$ cat src/hw/rtl/omni_chassis_velocity_mixer_assert.svh
// Assertion macros shared by the velocity mixer RTL.
// Each macro expects signals clk and rst in the scope where it is used.
`ifndef OMNI_CHASSIS_VELOCITY_MIXER_ASSERT_SVH
`define OMNI_CHASSIS_VELOCITY_MIXER_ASSERT_SVH

// Same-cycle implication, off during reset
`define OCVM_ASSERT_IMP(label, ante, cons, msg) \
  label: assert property (@(posedge clk) disable iff (rst) (ante) |-> (cons)) \
    else $error(msg);

// Next-cycle implication, off during reset
`define OCVM_ASSERT_NXT(label, ante, cons, msg) \
  label: assert property (@(posedge clk) disable iff (rst) (ante) |=> (cons)) \
    else $error(msg);

`endif

$ cat src/hw/rtl/ocvm_pkg.sv
// Package for the omni chassis velocity mixer: widths, constants, command types.
// No dependencies; used by every module of the block.
`timescale 1ns / 1ps
`default_nettype none
package ocvm_pkg;

  localparam int FRACTION_BITS = 15;
  localparam int TRIG_BITS     = 15;
  localparam int CORDIC_STEPS  = 14;
  localparam int DIV_STEPS     = 14;
  localparam int STEP_W        = 4;
  localparam int WIDE_W        = 36;
  localparam int NUM_W         = 50;

  localparam logic [16:0] ONE_Q = 17'(1) << FRACTION_BITS;
  localparam logic [WIDE_W-1:0] DIV_FLOOR = WIDE_W'(1) << (FRACTION_BITS + TRIG_BITS);
  localparam logic signed [17:0] CORDIC_GAIN = 18'sd19898;

  // register indexes
  localparam logic [2:0] REG_TRANS_CAP   = 3'd0;
  localparam logic [2:0] REG_SPEED_BOOST = 3'd1;
  localparam logic [2:0] REG_YAW_CAP     = 3'd2;
  localparam logic [2:0] REG_ACCEL_STEP  = 3'd3;
  localparam logic [2:0] REG_SPIN_STEP   = 3'd4;
  localparam logic [2:0] REG_MAX_RPM     = 3'd5;
  localparam logic [2:0] REG_MIX_SIGNS   = 3'd6;

  typedef struct packed {
    logic [15:0] trans_cap;
    logic [15:0] speed_boost;
    logic [15:0] yaw_cap;
    logic [15:0] accel_step;
    logic [15:0] spin_step;
    logic [13:0] max_rpm;
    logic [11:0] mix_signs;
  } cfg_t;

  typedef enum logic [3:0] {
    OP_NONE, OP_LOAD, OP_RAMP, OP_ZERO, OP_CORDIC, OP_ROT,
    OP_MIX, OP_MAX, OP_SCALE, OP_DIV, OP_STORE, OP_PUBLISH
  } op_t;

  typedef struct packed {
    op_t               op;
    logic [STEP_W-1:0] step;
    logic [1:0]        wheel;
  } cmd_t;

  typedef struct packed {
    logic enabled;
  } status_t;

  // arctangent of 2^-i as a binary angle (32768 = pi)
  function automatic logic signed [16:0] atan_bin(input logic [STEP_W-1:0] i);
    logic signed [16:0] a;
    unique case (i)
      4'd0:    a = 17'sd8192;
      4'd1:    a = 17'sd4836;
      4'd2:    a = 17'sd2555;
      4'd3:    a = 17'sd1297;
      4'd4:    a = 17'sd651;
      4'd5:    a = 17'sd326;
      4'd6:    a = 17'sd163;
      4'd7:    a = 17'sd81;
      4'd8:    a = 17'sd41;
      4'd9:    a = 17'sd20;
      4'd10:   a = 17'sd10;
      4'd11:   a = 17'sd5;
      4'd12:   a = 17'sd3;
      4'd13:   a = 17'sd1;
      default: a = 17'sd0;
    endcase
    return a;
  endfunction

endpackage
`default_nettype wire

$ cat src/hw/rtl/ocvm_ctrl.sv
// Sequencer for the velocity mixer: steps the datapath and owns the output valid.
// Depends on ocvm_pkg and the assertion macro header.
`timescale 1ns / 1ps
`default_nettype none
`include "omni_chassis_velocity_mixer_assert.svh"
module ocvm_ctrl
  import ocvm_pkg::*;
(
  input  wire logic    clk,
  input  wire logic    rst,
  input  wire logic    in_valid,
  output logic         in_ready,
  output logic         out_valid,
  input  wire logic    out_ready,
  output cmd_t         cmd,
  input  wire status_t status
);

  typedef enum logic [3:0] {
    S_IDLE, S_CHECK, S_CORDIC, S_ROT, S_MIX, S_MAX, S_SCALE, S_DIV, S_STORE, S_DONE
  } state_t;

  state_t            state;
  logic [STEP_W-1:0] step;
  logic [1:0]        wheel;
  logic              slot_free;

  assign slot_free = !out_valid || out_ready;
  assign in_ready  = (state == S_IDLE);

  // command decode
  always_comb begin
    cmd.step  = step;
    cmd.wheel = wheel;
    unique case (state)
      S_IDLE:   cmd.op = in_valid ? OP_LOAD : OP_NONE;
      S_CHECK:  cmd.op = status.enabled ? OP_RAMP : OP_ZERO;
      S_CORDIC: cmd.op = OP_CORDIC;
      S_ROT:    cmd.op = OP_ROT;
      S_MIX:    cmd.op = OP_MIX;
      S_MAX:    cmd.op = OP_MAX;
      S_SCALE:  cmd.op = OP_SCALE;
      S_DIV:    cmd.op = OP_DIV;
      S_STORE:  cmd.op = OP_STORE;
      S_DONE:   cmd.op = slot_free ? OP_PUBLISH : OP_NONE;
      default:  cmd.op = OP_NONE;
    endcase
  end

  // state, counters and output valid
  always_ff @(posedge clk) begin
    if (rst) begin
      state     <= S_IDLE;
      step      <= '0;
      wheel     <= '0;
      out_valid <= 1'b0;
    end else begin
      // a new word takes the slot; otherwise a taken word empties it
      if (state == S_DONE && slot_free) out_valid <= 1'b1;
      else if (out_valid && out_ready) out_valid <= 1'b0;
      unique case (state)
        S_IDLE: if (in_valid) state <= S_CHECK;
        S_CHECK: begin
          step  <= '0;
          state <= status.enabled ? S_CORDIC : S_DONE;
        end
        S_CORDIC: begin
          if (step == STEP_W'(CORDIC_STEPS - 1)) begin
            step  <= '0;
            state <= S_ROT;
          end else begin
            step <= step + 1'b1;
          end
        end
        S_ROT: begin
          if (step == STEP_W'(3)) begin
            step  <= '0;
            state <= S_MIX;
          end else begin
            step <= step + 1'b1;
          end
        end
        S_MIX: state <= S_MAX;
        S_MAX: begin
          wheel <= '0;
          state <= S_SCALE;
        end
        S_SCALE: begin
          step  <= '0;
          state <= S_DIV;
        end
        S_DIV: begin
          if (step == STEP_W'(DIV_STEPS - 1)) begin
            state <= S_STORE;
          end else begin
            step <= step + 1'b1;
          end
        end
        S_STORE: begin
          if (wheel == 2'd3) begin
            state <= S_DONE;
          end else begin
            wheel <= wheel + 1'b1;
            state <= S_SCALE;
          end
        end
        S_DONE: begin
          if (slot_free) begin
            state <= S_IDLE;
          end
        end
        default: state <= S_IDLE;
      endcase
    end
  end

  `OCVM_ASSERT_NXT(a_accept_check, in_valid && in_ready, state == S_CHECK, "accept not followed by check")
  `OCVM_ASSERT_IMP(a_valid_from_done, $rose(out_valid), $past(state) == S_DONE, "word published outside done")
  `OCVM_ASSERT_NXT(a_done_publish, state == S_DONE && slot_free, out_valid && state == S_IDLE, "free slot not filled")
  `OCVM_ASSERT_IMP(a_div_bound, state == S_DIV, step < STEP_W'(DIV_STEPS), "divider step out of range")

endmodule
`default_nettype wire

$ cat config.mk
export PLATFORM = sky130hd
export DESIGN_NAME = ocvm_ctrl
export DESIGN_NICKNAME = d
export VERILOG_FILES = /design/src/hw/rtl/ocvm_pkg.sv /design/src/hw/rtl/ocvm_ctrl.sv
export VERILOG_INCLUDE_DIRS = /design/src /design/src/hw/rtl
export SDC_FILE = /design/constraint.sdc
export NUM_CORES = 1
export LEC_CHECK = 0
export BUFFER_PORTS_ARGS = -buffer_cell sky130_fd_sc_hd__buf_2
export CORE_MARGIN = 2
export CORE_UTILIZATION = 48
export DETAILED_ROUTE_END_ITERATION = 8
export PLACE_DENSITY = 0.71
export SETUP_SLACK_MARGIN = 0.15
export SYNTH_ARGS = -nofsm -noshare
export SYNTH_HDL_FRONTEND = slang
export SYNTH_SLANG_ARGS = --single-unit
$ cat constraint.sdc
create_clock -name clk -period 1.7 [get_ports clk]
set_clock_uncertainty 0.15 [all_clocks]
set_input_delay 0.085 -clock clk [delete_from_list [all_inputs] [get_ports clk]]
set_output_delay 0.085 -clock clk [all_outputs]
set_load 0.01 [all_outputs]
# Yosys cells after proc, flatten, opt, wreduce, memory -nomap -nowiden
# Index checks and enable logic that the tools add are counted.
totals:
  ff_bits: 11
  input_bits: 5
  word_cells: 57
classes:
  add_sub_neg: 2
  n_eq_ne: 19
  mux: 20
  reduce_logical: 12
ops:
  columns: ["cell", "n"]
  rows:
  - ["4-bit one-hot mux with 10 select lines", 2]
  - ["4-bit 2-to-1 mux", 11]
  - ["4-bit by 3-bit equality test with 1-bit output (second input constant)", 4]
  - ["4-bit one-hot mux with 4 select lines", 1]
  - ["2-bit inequality test (second input constant)", 7]
  - ["4-bit by 2-bit equality test with 1-bit output (second input constant)", 3]
  - ["4-bit equality test (second input constant)", 3]
  - ["5-bit AND reduction", 1]
  - ["4-bit by 1-bit adder with 4-bit output (second input constant)", 1]
  - ["4-bit by 1-bit equality test with 1-bit output (second input constant)", 1]
  - ["4-bit logical NOT", 1]
  - ["1-bit 2-to-1 mux", 4]
  - ["2-bit one-hot mux with 2 select lines", 1]
  - ["2-bit AND reduction", 2]
  - ["2-bit nonzero test", 2]
  - ["4-bit nonzero test", 1]
  - ["2-bit by 1-bit adder with 2-bit output (second input constant)", 1]
  - ["2-bit equality test (second input constant)", 1]
  - ["1-bit logical AND", 2]
  - ["2-bit 2-to-1 mux", 1]
  - ["2-bit OR reduction", 1]
  - ["1-bit logical NOT", 1]
  - ["1-bit logical OR", 1]

# Logic depth before layout (Yosys ltp)
# Gate-level depths: netlist (run 1).
depth:
  word_depth: 4
  mapped_depth: 7

# Worst setup path before layout (run 1)
# Ideal clock, no wire load.
synth_timing:
  path_type: "reg-to-reg"
  from: "reg step[1]"
  to: "reg step[3]"
  t_arrival_ns: 1.525
  setup_slack_ns: -0.102
  path_stages_with_launch: 8
  path_cell_list: "dfxtp_1 > inv_1 > ha_1 > and3_1 > a221oi_2 > nand4_1 > xor2_1 > nor2_1"
synth_via:
  elab_chain_cells: 3
synth_lines:
  columns: ["element", "line", "source"]
  rows:
  - ["start: declaration", "ocvm_ctrl.sv:24", "logic [STEP_W-1:0] step;"]
  - ["start signal: assignment", "ocvm_ctrl.sv:72", "step <= step + 1'b1;"]
  - ["start signal: assignment", "ocvm_ctrl.sv:80", "step <= step + 1'b1;"]
  - ["start signal: assignment", "ocvm_ctrl.sv:96", "step <= step + 1'b1;"]
  - ["4-bit by 1-bit adder with 4-bit output (tied with other cells)", "ocvm_ctrl.sv:72, ocvm_ctrl.sv:80, ocvm_ctrl.sv:96", null]
  - ["4-bit 2-to-1 mux (tied with other cells)", "ocvm_ctrl.sv:93", "if (step == STEP_W'(DIV_STEPS - 1)) begin"]
  - ["4-bit one-hot mux with 4 select lines or 2-bit AND reduction (tied branches)", null, null]
# Several ways; a longest one is shown, not always the timed one. The select of a mux whose other input is x is not followed.
# A chain may end at the register's enable or synchronous reset.

# Worst setup path in the final report (run 1)
layout_timing:
  from: "reg state[3]"
  to: "reg state[0]"
layout_via:
  elab_chain_cells: 3
layout_lines:
  columns: ["element", "line", "source"]
  rows:
  - ["start: declaration", "ocvm_ctrl.sv:23", "state_t state;"]
  - ["start signal: assignment", "ocvm_ctrl.sv:65", "state <= status.enabled ? S_CORDIC : S_DONE;"]
  - ["4-bit by 2-bit equality test with 1-bit output (tied with other cells)", "ocvm_ctrl.sv:61", "unique case (state)"]
  - ["2-bit inequality test (no source line)", null, null]
  - ["5-bit AND reduction (no source line)", null, null]
# Several ways; a longest one is shown, not always the timed one.

==> results of run 1 <==
-- through the flow --
stage	instance area [um2]	utilization (%)	worst slack (ns)
finish	1250	73.9	0.0309
global route	1250	73.9	-0.0174
CTS	1170	69.1	0.0767
detailed placement	1040	61.3	0.00235
global placement	1040	61.3	0.0392
floorplan	890	-	0.0402
-- registers in the layout, summed over array words and instances, names as in the netlist --
| name | cells |
|---|---|
| state | 4 |
| step | 4 |
| out_valid | 1 |
| wheel | 2 |
-- logic make-up after synthesis --
logic type,after synthesis,share of synthesized area [%]
AO/OA/AOI/OAI,24,22.9
XOR/XNOR,6,6.24
adder cells (fa/ha/maj),3,4.46
buffers and inverters,12,9.21
flip-flops,11,26.2
multiplexers,2,2.53
AND/OR/NAND/NOR,49,28.5
-- where the power goes --
part,total (uW),switching (uW),internal (uW)
Sequential,422,98.3,323
Combinational,1150,542,608
Clock,186,95.3,91.1
Total,1760,736,1020
-- layout by cell type, fill, tap and decap left out, types with 2 or more instances in the layout --
cell / Yosys / final
o21ai_0: 4 / 3
a21oi_2: 0 / 3
buf_12: 0 / 2
dfxtp_1: 11 / 4
inv_1: 4 / 2
nand2_1: 16 / 15
dfxtp_4: 0 / 6
a211oi_1: 3 / 2
nor3_4: 0 / 2
a21o_1: 2 / 2
clkbuf_4: 0 / 3
xor2_1: 4 / 4
buf_6: 3 / 4
nand3_1: 4 / 3
nor2_1: 14 / 13
buf_4: 2 / 11
buf_2: 1 / 16
-- critical path, stage by stage, from the launching register on --
cell	delay, ns
dfxtp_4	0.38
nor4bb_4	0.17
a22o_2	0.24
a211oi_4	0.29
o21ai_2	0.09
a32o_1	0.23
-- how the worst max path moves through the flow --
stage | slack [ns] | start | to | depth (start not counted)
after floorplan | 0.04 | step[1] | step[3] | 7
after global placement | 0.04 | state[3] | state[0] | 5
after detailed placement | 0.002 | state[0] | state[0] | 5
after CTS | 0.08 | step[1] | step[0] | 7
after global routing | -0.02 | state[3] | state[0] | 5
final | 0.03 | state[3] | state[0] | 5
-- what timing repair did --
item | CTS | global route
pin swaps | 12 | 9
endpoints found under the setup margin | 13 | 13
gates resized for setup | 23 | 12
hold buffers | 1 | 0
hold endpoints to repair | 6 | 0
buffers inserted | 2 | 4
-- layout make-up --
type,instances,area [um2],area share (%)
repair buffers,34,258,20.7
well taps,17,21.3,1.71
inverters,4,17.5,1.40
multi-input cells,84,681,54.6
clock buffers,4,26.3,2.11
flip-flops and latches,11,244,19.6
-- per-layer routing --
layer / track usage, % / wire [um] / vias up / share of wire (%)
met1: 28.3 / 1000 / 415 / 45
met5: 0 / 0 / - / 0
li1: - / - / 434 / -
met2: 36.4 / 1140 / 21 / 51
met3: 6.35 / 74 / 4 / 3.3
met4: 7.43 / 19 / 0 / 0.85
==> summary.txt, run 1 <==
Synth
  • Mapped Area: 842 um2
  • Syn nets: 115
  • Syn_area_per_cell: 7.87 um2
  • Most frequent cell after synthesis: nand2_1
  • Post-synth top cells: nand2_1 (16), nor2_1 (14), dfxtp_1 (11)
  • Sequential share of the synthesized area: 26.2%
  • Distinct cells, synth: 42
  • Main synth FF type: dfxtp_1
  • Post-synth EDFFs: 0
  • Top-area cell type share of the netlist area: 26.2%
  • Synthesized instance count: 107
  • Largest cells by area after synthesis: dfxtp_1 (26%), nand2_1 (7.1%), nor2_1 (6.2%)
  • Yosys reg bits: 11
  • Post-synth ARST share: 0%
  • Synthesis Warnings: 0
  • Dominant cell type by area after synthesis: dfxtp_1

Timing
  • Peak Freq: 599 MHz
  • Final worst path period share: 98.2%
  • Tightest Pin Transition: 0.386 ns
  • Slew Limit Fails: 0
  • # setup viols final: 0
  • Worst slew margin: 74.2%
  • Final hold violations: 0
  • Worst hold slack: 0.124 ns
  • Final Critical Period: 1.67 ns
  • Setup TNS: 0 ns
  • RSZ-0062 raised after global routing: true

Min path
  • Hold endpoint: state[0]
  • Hold crit path type: in2reg
  • Worst Hold Launch: status
  • Worst Hold Path Cells: 3

Setup path
  • Reg-to-reg startpoint: state[3]
  • Worst path required time: 1.71 ns
  • Reg2reg path depth: 5
  • FF-to-FF End: state[0]
  • Crit-path max FO: 5
  • Setup slack, reg-to-reg: 0.03 ns
  • WP data arrival: 1.68 ns
  • Startpoint types: register
  • Kind of critical path: reg2reg
  • Crit end category: register

Die
  • Site Rows: 15
  • Core area: 1690 um2
  • Starting Density: 49.9%
  • Die Ht: 45.9 um
  • Boundary pin count: 17
  • Die area: 2110 um2
  • Die Width: 45.9 um

Detailed routing
  • Post-DR wirelength/cell: 14.5 um
  • First DRT Iteration DRCs: 14
  • # DRC: 0
  • Antenna-violating nets left: 0
  • TritonRoute pass-1 iters: 4
  • Post-Route WL: 2230 um
  • DR vias/cell: 5.68
  • Via Count: 874

Final layout
  • Final-stage net count: 146
  • Non-Filler Instances: 154
  • Share of layout cells above drive strength 1: 51.1%
  • Inserted Diodes: 0
  • FILL cells: 140
  • Area Growth Syn to Fin: 48.1%

Power
  • VDD IR max: 0.000949 V
  • Design Power: 1760 uW
  • Power Density: 1410 nW/um2
  • Leak: 0.000529 uW

GRT
  • Pin count of the biggest net entering global routing: 17
  • First-pass GRT wire length: 3460 um
  • Gr usage total: 22.4%
  • Initial antenna violation count: 0
  • Grt ovf: 0
  • Vias in the first global route: 830

Status
  • Status: completed

CTS
  • CTS Root Cell: clkbuf_4
  • Worst-Skew Late Latency: 0.28 ns
  • Number of buffers created by CTS: 3
  • Max clock buf depth: 2
  • CTS sink cnt: 11
  • CTS clk-pin slew, worst paths: 0.07 ns
  • CTS H-tree depth: 1
  • TritonCTS clock tree: built

Placement
  • I/O Buffers: 16
  • Cells after DPL: 143
  • RePlAce Congestion: 0.796
  • DP HPWL: 1390 um

Flow run
  • Max-Cap Viols: 0
Note: power is estimated with default switching activity, not from simulation.
==> run 2: changes to the inputs <==
--- a/config.mk
+++ b/config.mk
@@ -8,9 +8,10 @@
 export LEC_CHECK = 0
 export BUFFER_PORTS_ARGS = -buffer_cell sky130_fd_sc_hd__buf_2
 export CORE_MARGIN = 2
-export CORE_UTILIZATION = 48
+export CORE_UTILIZATION = 50
+export CTS_BUF_LIST = sky130_fd_sc_hd__clkbuf_4 sky130_fd_sc_hd__clkbuf_8
 export DETAILED_ROUTE_END_ITERATION = 8
-export PLACE_DENSITY = 0.71
+export PLACE_DENSITY = 0.74
 export SETUP_SLACK_MARGIN = 0.15
 export SYNTH_ARGS = -nofsm -noshare
 export SYNTH_HDL_FRONTEND = slang
==> summary.txt, run 2 (same netlist as run 1, synthesis figures left out) <==
Status
  • Status: completed

Timing
  • Final worst path period share: 96.7%
  • RSZ-0062 raised after global routing: true
  • Tightest Pin Transition: 0.433 ns
  • Worst hold slack: 0.0796 ns
  • Worst slew margin: 71.0%
  • Final Critical Period: 1.64 ns
  • Peak Freq: 608 MHz
  • Slew Limit Fails: 0
  • Setup TNS: 0 ns
  • # setup viols final: 0
  • Final hold violations: 0

Placement
  • I/O Buffers: 16
  • DP HPWL: 1420 um
  • Cell Area, Placed: 1010 um2
  • RePlAce Congestion: 0.820

Final layout
  • Design Area, Final: 1200 um2
  • Share of layout cells above drive strength 1: 49.2%
  • Final-stage net count: 141
  • Final Util: 78.1%
  • Most frequent cells in the layout: buf_2 (16), nand2_1 (14), nor2_1 (12)
  • Largest regs: state x4, step x4, wheel x2
  • Area Growth Syn to Fin: 42.9%
  • FILL cells: 104
  • Leading cell type in the layout, fill and taps excluded: buf_2
  • Inserted Diodes: 0

CTS
  • Number of buffers created by CTS: 3
  • CTS H-tree depth: 1
  • Max clock buf depth: 2
  • TritonCTS clock tree: built
  • CTS Root Cell: clkbuf_4
  • CTS clk-pin slew, worst paths: 0.08 ns
  • CTS sink cnt: 11
  • Worst-Skew Late Latency: 0.27 ns

Setup path
  • Critical path origin: state[3]
  • Max incr delay on CP: 0.37 ns
  • Worst path required time: 1.72 ns
  • WP data arrival: 1.66 ns
  • Crit end category: register
  • Startpoint types: register
  • Critical path cell sequence: nor4bb_4 -> a22o_4 -> a211oi_4 -> o21ai_2 -> a32o_1
  • Kind of critical path: reg2reg
  • Crit-path max FO: 5
  • Slowest-stage cell, CP: dfxtp_4
  • Reg-to-reg startpoint: state[3]

Die
  • Die Width: 45.0 um
  • Die area: 2030 um2
  • Boundary pin count: 17
  • Die Ht: 45.0 um
  • Site Rows: 14
  • Starting Density: 54.6%
  • Core area: 1540 um2

GRT
  • Pin count of the biggest net entering global routing: 17
  • Initial antenna violation count: 0
  • Gr usage total: 23.1%
  • Grt ovf: 0
  • First-pass GRT wire length: 3320 um
  • Vias in the first global route: 729

Detailed routing
  • DR vias/cell: 5.75
  • Antenna-violating nets left: 0
  • # DRC: 0
  • Via Count: 851
  • TritonRoute pass-1 iters: 4
  • First DRT Iteration DRCs: 19
  • Post-DR wirelength/cell: 15.2 um
  • Post-Route WL: 2250 um

Min path
  • Hold crit path type: in2reg
  • Worst Hold Launch: status

Power
  • VDD IR max: 0.000800 V
  • Leak: 0.000504 uW
  • Power Density: 1410 nW/um2

Flow run
  • Max-Cap Viols: 0
## run 2: cell types whose count changed in the layout (fill, tap and decap cells not counted), moves of 2 or more
cell     previous run  this run
buf_4              11         7
a21oi_2             3         1
a21oi_1             0         2
buf_6               4         2
## run 2: final timing paths
kind / to / slack, ns / cells past startpoint
worst max-delay path: state[0] / 0.06 / 5
worst max register to register: state[0] / 0.06 / 5
worst min register to register: wheel[1] / 0.40 / 2
worst min-delay path: state[0] / 0.08 / 3
## run 2: routing by layer
metal	track usage, %	vias to the layer above	part of all wire, %
li1	-	429	-
met1	28.9	391	41
met2	38.6	29	53
met3	3.60	2	4.6
met4	10.6	0	0.76
met5	0	-	0
## run 2: cell type report
cell class              instances  area (um2)  share of cell area, %
flip-flops and latches         11         243                   20.2
clock buffers                   4        30.0                   2.49
well taps                      16        20.0                   1.66
repair buffers                 29         220                   18.3
multi-input cells              84         676                   56.1
inverters                       4        15.0                   1.25
## run 2: power breakdown
part,internal (uW),switching (uW),total (uW)
clock network,107,92.7,199
logic,555,544,1100
registers,323,74.7,397
## run 2: through the flow
stage,cells,total power [uW],setup WS (ns)
3_5_place_dp,140,1250,0.0102
2_1_floorplan,107,1030,0.0402
4_1_cts,147,1600,0.0747
6_report,148,1700,0.0558
5_1_grt,148,1800,0.0156
3_3_place_gp,140,1240,0.0557
## run 2: worst max-delay path: cells and delay by family (launching register included)
kind | cells | cell delay [ns]
AOI/OAI and AO/OA | 4 | 0.84
and+or+nand+nor | 1 | 0.18
DFF | 1 | 0.37
## run 2: what timing repair did
action | CTS | global route
endpoints found under the setup margin | 13 | 13
resized for setup | 22 | 15
setup buffers | 2 | 1
hold buffers | 1 | 0
endpoints found under the hold margin | 6 | 0
pin swaps | 9 | 12
==> run 3: changes to the inputs <==
--- a/config.mk
+++ b/config.mk
@@ -13,6 +13,7 @@
 export DETAILED_ROUTE_END_ITERATION = 8
 export PLACE_DENSITY = 0.74
 export SETUP_SLACK_MARGIN = 0.15
+export SLEW_MARGIN = 10
 export SYNTH_ARGS = -nofsm -noshare
 export SYNTH_HDL_FRONTEND = slang
 export SYNTH_SLANG_ARGS = --single-unit
==> constraint.sdc (replaced) <==
create_clock -name clk -period 1.7 [get_ports clk]
set_clock_uncertainty 0.15 [all_clocks]
set_input_delay 0.085 -clock clk [delete_from_list [all_inputs] [get_ports clk]]
set_output_delay 0.085 -clock clk [all_outputs]
set_load 0.02 [all_outputs]
==> summary.txt, run 3 (same netlist as run 1, synthesis figures left out) <==
Status
  • Status: finished, violations left
  • Violated checks: setup timing

CTS
  • CTS Root Cell: clkbuf_4
  • CTS clk-pin slew, worst paths: 0.08 ns
  • Worst-Skew Late Latency: 0.27 ns
  • Number of buffers created by CTS: 3
  • CTS H-tree depth: 1
  • Max clock buf depth: 2
  • CTS sink cnt: 11
  • TritonCTS clock tree: built

Final layout
  • Multi-input logic area: 692 um2
  • Inserted Diodes: 0
  • Design Area, Final: 1280 um2
  • Most frequent cells in the layout: buf_4 (22), nand2_1 (14), nor2_1 (13), buf_2 (13), dfxtp_4 (6)
  • Sequential Area: 245 um2
  • Final-stage net count: 151
  • Area Growth Syn to Fin: 52.5%
  • Leading cell type in the layout, fill and taps excluded: buf_4
  • Share of layout cells above drive strength 1: 57.0%
  • Largest regs: state x4, step x4, wheel x2
  • FILL cells: 92

Power
  • Power Density: 1480 nW/um2
  • Cell Int Power: 1070 uW
  • Logic pwr share: 67.5%
  • Switch share: 43.6%
  • VDD IR max: 0.000972 V
  • NetSw: 827 uW
  • Clk pwr share: 10.8%
  • Design Power: 1900 uW
  • Leak: 0.000556 uW
  • Sequential Power Share: 21.6%

Setup path
  • Worst path required time: 1.46 ns
  • Reg2reg path depth: 7
  • Slowest-stage cell, CP: dfxtp_4
  • Reg-to-reg startpoint: step[1]
  • Setup slack, reg-to-reg: 0 ns
  • Crit end category: output port
  • FF-to-FF End: step[2]
  • Max incr delay on CP: 0.38 ns
  • Critical path cell sequence: buf_4 -> or2b_1 -> a21oi_2 -> a21o_1 -> buf_4
  • WP data arrival: 1.50 ns
  • Crit-path max FO: 13
  • CP most frequent cell: buf_4
  • Kind of critical path: reg2out
  • Startpoint types: register

Detailed routing
  • TritonRoute pass-1 iters: 8
  • Post-DR wirelength/cell: 16.1 um
  • Post-Route WL: 2550 um
  • DR vias/cell: 5.99
  • # DRC: 0
  • First DRT Iteration DRCs: 54
  • Via Count: 947
  • Antenna-violating nets left: 0

Timing
  • Final worst path period share: 102%
  • # setup viols final: 2
  • Worst slew margin: 78.6%
  • Peak Freq: 578 MHz
  • Tightest Pin Transition: 0.320 ns
  • Final Critical Period: 1.73 ns
  • Slew Limit Fails: 0
  • Final hold violations: 0
  • RSZ-0062 raised after global routing: true
  • Setup WS post-layout: -0.0306 ns
  • Setup TNS: -0.0310 ns

Min path
  • Worst Hold Path Cells: 3
  • Hold endpoint: state[0]
  • Hold crit path type: in2reg
  • Worst Hold Launch: status

GRT
  • Initial antenna violation count: 0
  • Gr usage total: 25.5%
  • First-pass GRT wire length: 3790 um
  • Pin count of the biggest net entering global routing: 14
  • Vias in the first global route: 869
  • Grt ovf: 0

Placement
  • Pre-CTS setup slack: -0.0185 ns
  • RePlAce Congestion: 0.816
  • I/O Buffers: 16
  • DP HPWL: 1470 um
  • Cell Area, Placed: 1040 um2

Flow run
  • Max-Cap Viols: 0

Die
  • Site Rows: 14
  • Boundary pin count: 17
  • Die Ht: 45.0 um
  • Die area: 2030 um2
  • Starting Density: 54.6%
  • Core area: 1540 um2
  • Die Width: 45.0 um
==> run 3: cell count changes in the layout (fill, tap and decap cells not counted), moves of 2 or more <==
cell	delta
a21oi_1	-2
buf_12	-2
dfxtp_1	-2
buf_2	-3
buf_4	+15
a21oi_2	+2
dfxtp_2	+2
==> run 3: per-layer routing <==
metal  GRT usage [%]  part of all wire (%)
met1            33.6                    40
met2            43.4                    49
met3            3.60                   9.5
met4            7.06                   1.8
met5               0                     0
==> run 3: layout make-up <==
| cell class | count | share of cell area (%) |
|---|---|---|
| repair buffers | 39 | 21.9 |
| well taps | 16 | 1.56 |
| multi-input cells | 84 | 53.9 |
| clock buffers | 4 | 2.34 |
| flip-flops and latches | 11 | 19.1 |
| inverters | 4 | 1.17 |
==> run 3: what timing repair did <==
item	in CTS	in global routing
pin swaps	12	11
buffers inserted	8	2
resized for setup	25	14
gates cloned	0	0
hold endpoints to repair	6	0
hold buffers	1	0
endpoints found under the setup margin	14	12
==> run 3: critical path, delay by kind of cell (launching register included) <==
family	cells	cell delay [ns]
AOI/OAI and AO/OA	2	0.24
and+or+nand+nor	1	0.28
buffers and inverters	2	0.33
DFF	1	0.38
==> run 3: power by group through the flow <==
stage                     Clock, uW  Sequential (uW)  Combinational [uW]
after CTS                       206              397                1150
after detailed placement          0              389                 964
final                           206              411                1280
after floorplan                   0              378                 752
after global placement            0              386                 947
after global routing            218              416                1370
==> run 3: worst max-delay path by stage <==
| stage | startpoint | endpoint | slack, ns | depth (start not counted) |
|---|---|---|---|---|
| after floorplan | step[1] | step[3] | 0.02 | 7 |
| after global placement | state[2] | state[0] | -0.003 | 5 |
| after detailed placement | state[2] | state[0] | -0.02 | 5 |
| after CTS | state[3] | cmd[6] | 0.04 | 5 |
| after global routing | state[3] | cmd[6] | -0.08 | 5 |
| final | state[3] | cmd[6] | -0.03 | 5 |
==> run 3: metrics by stage <==
stage          hold WS (ns)  util (%)  instances
2_1_floorplan         0.178         -        107
3_3_place_gp          0.222      67.2        143
3_5_place_dp          0.224      67.2        143
4_1_cts              0.0669      78.9        156
5_1_grt               0.118      83.3        158
6_report              0.114      83.3        158
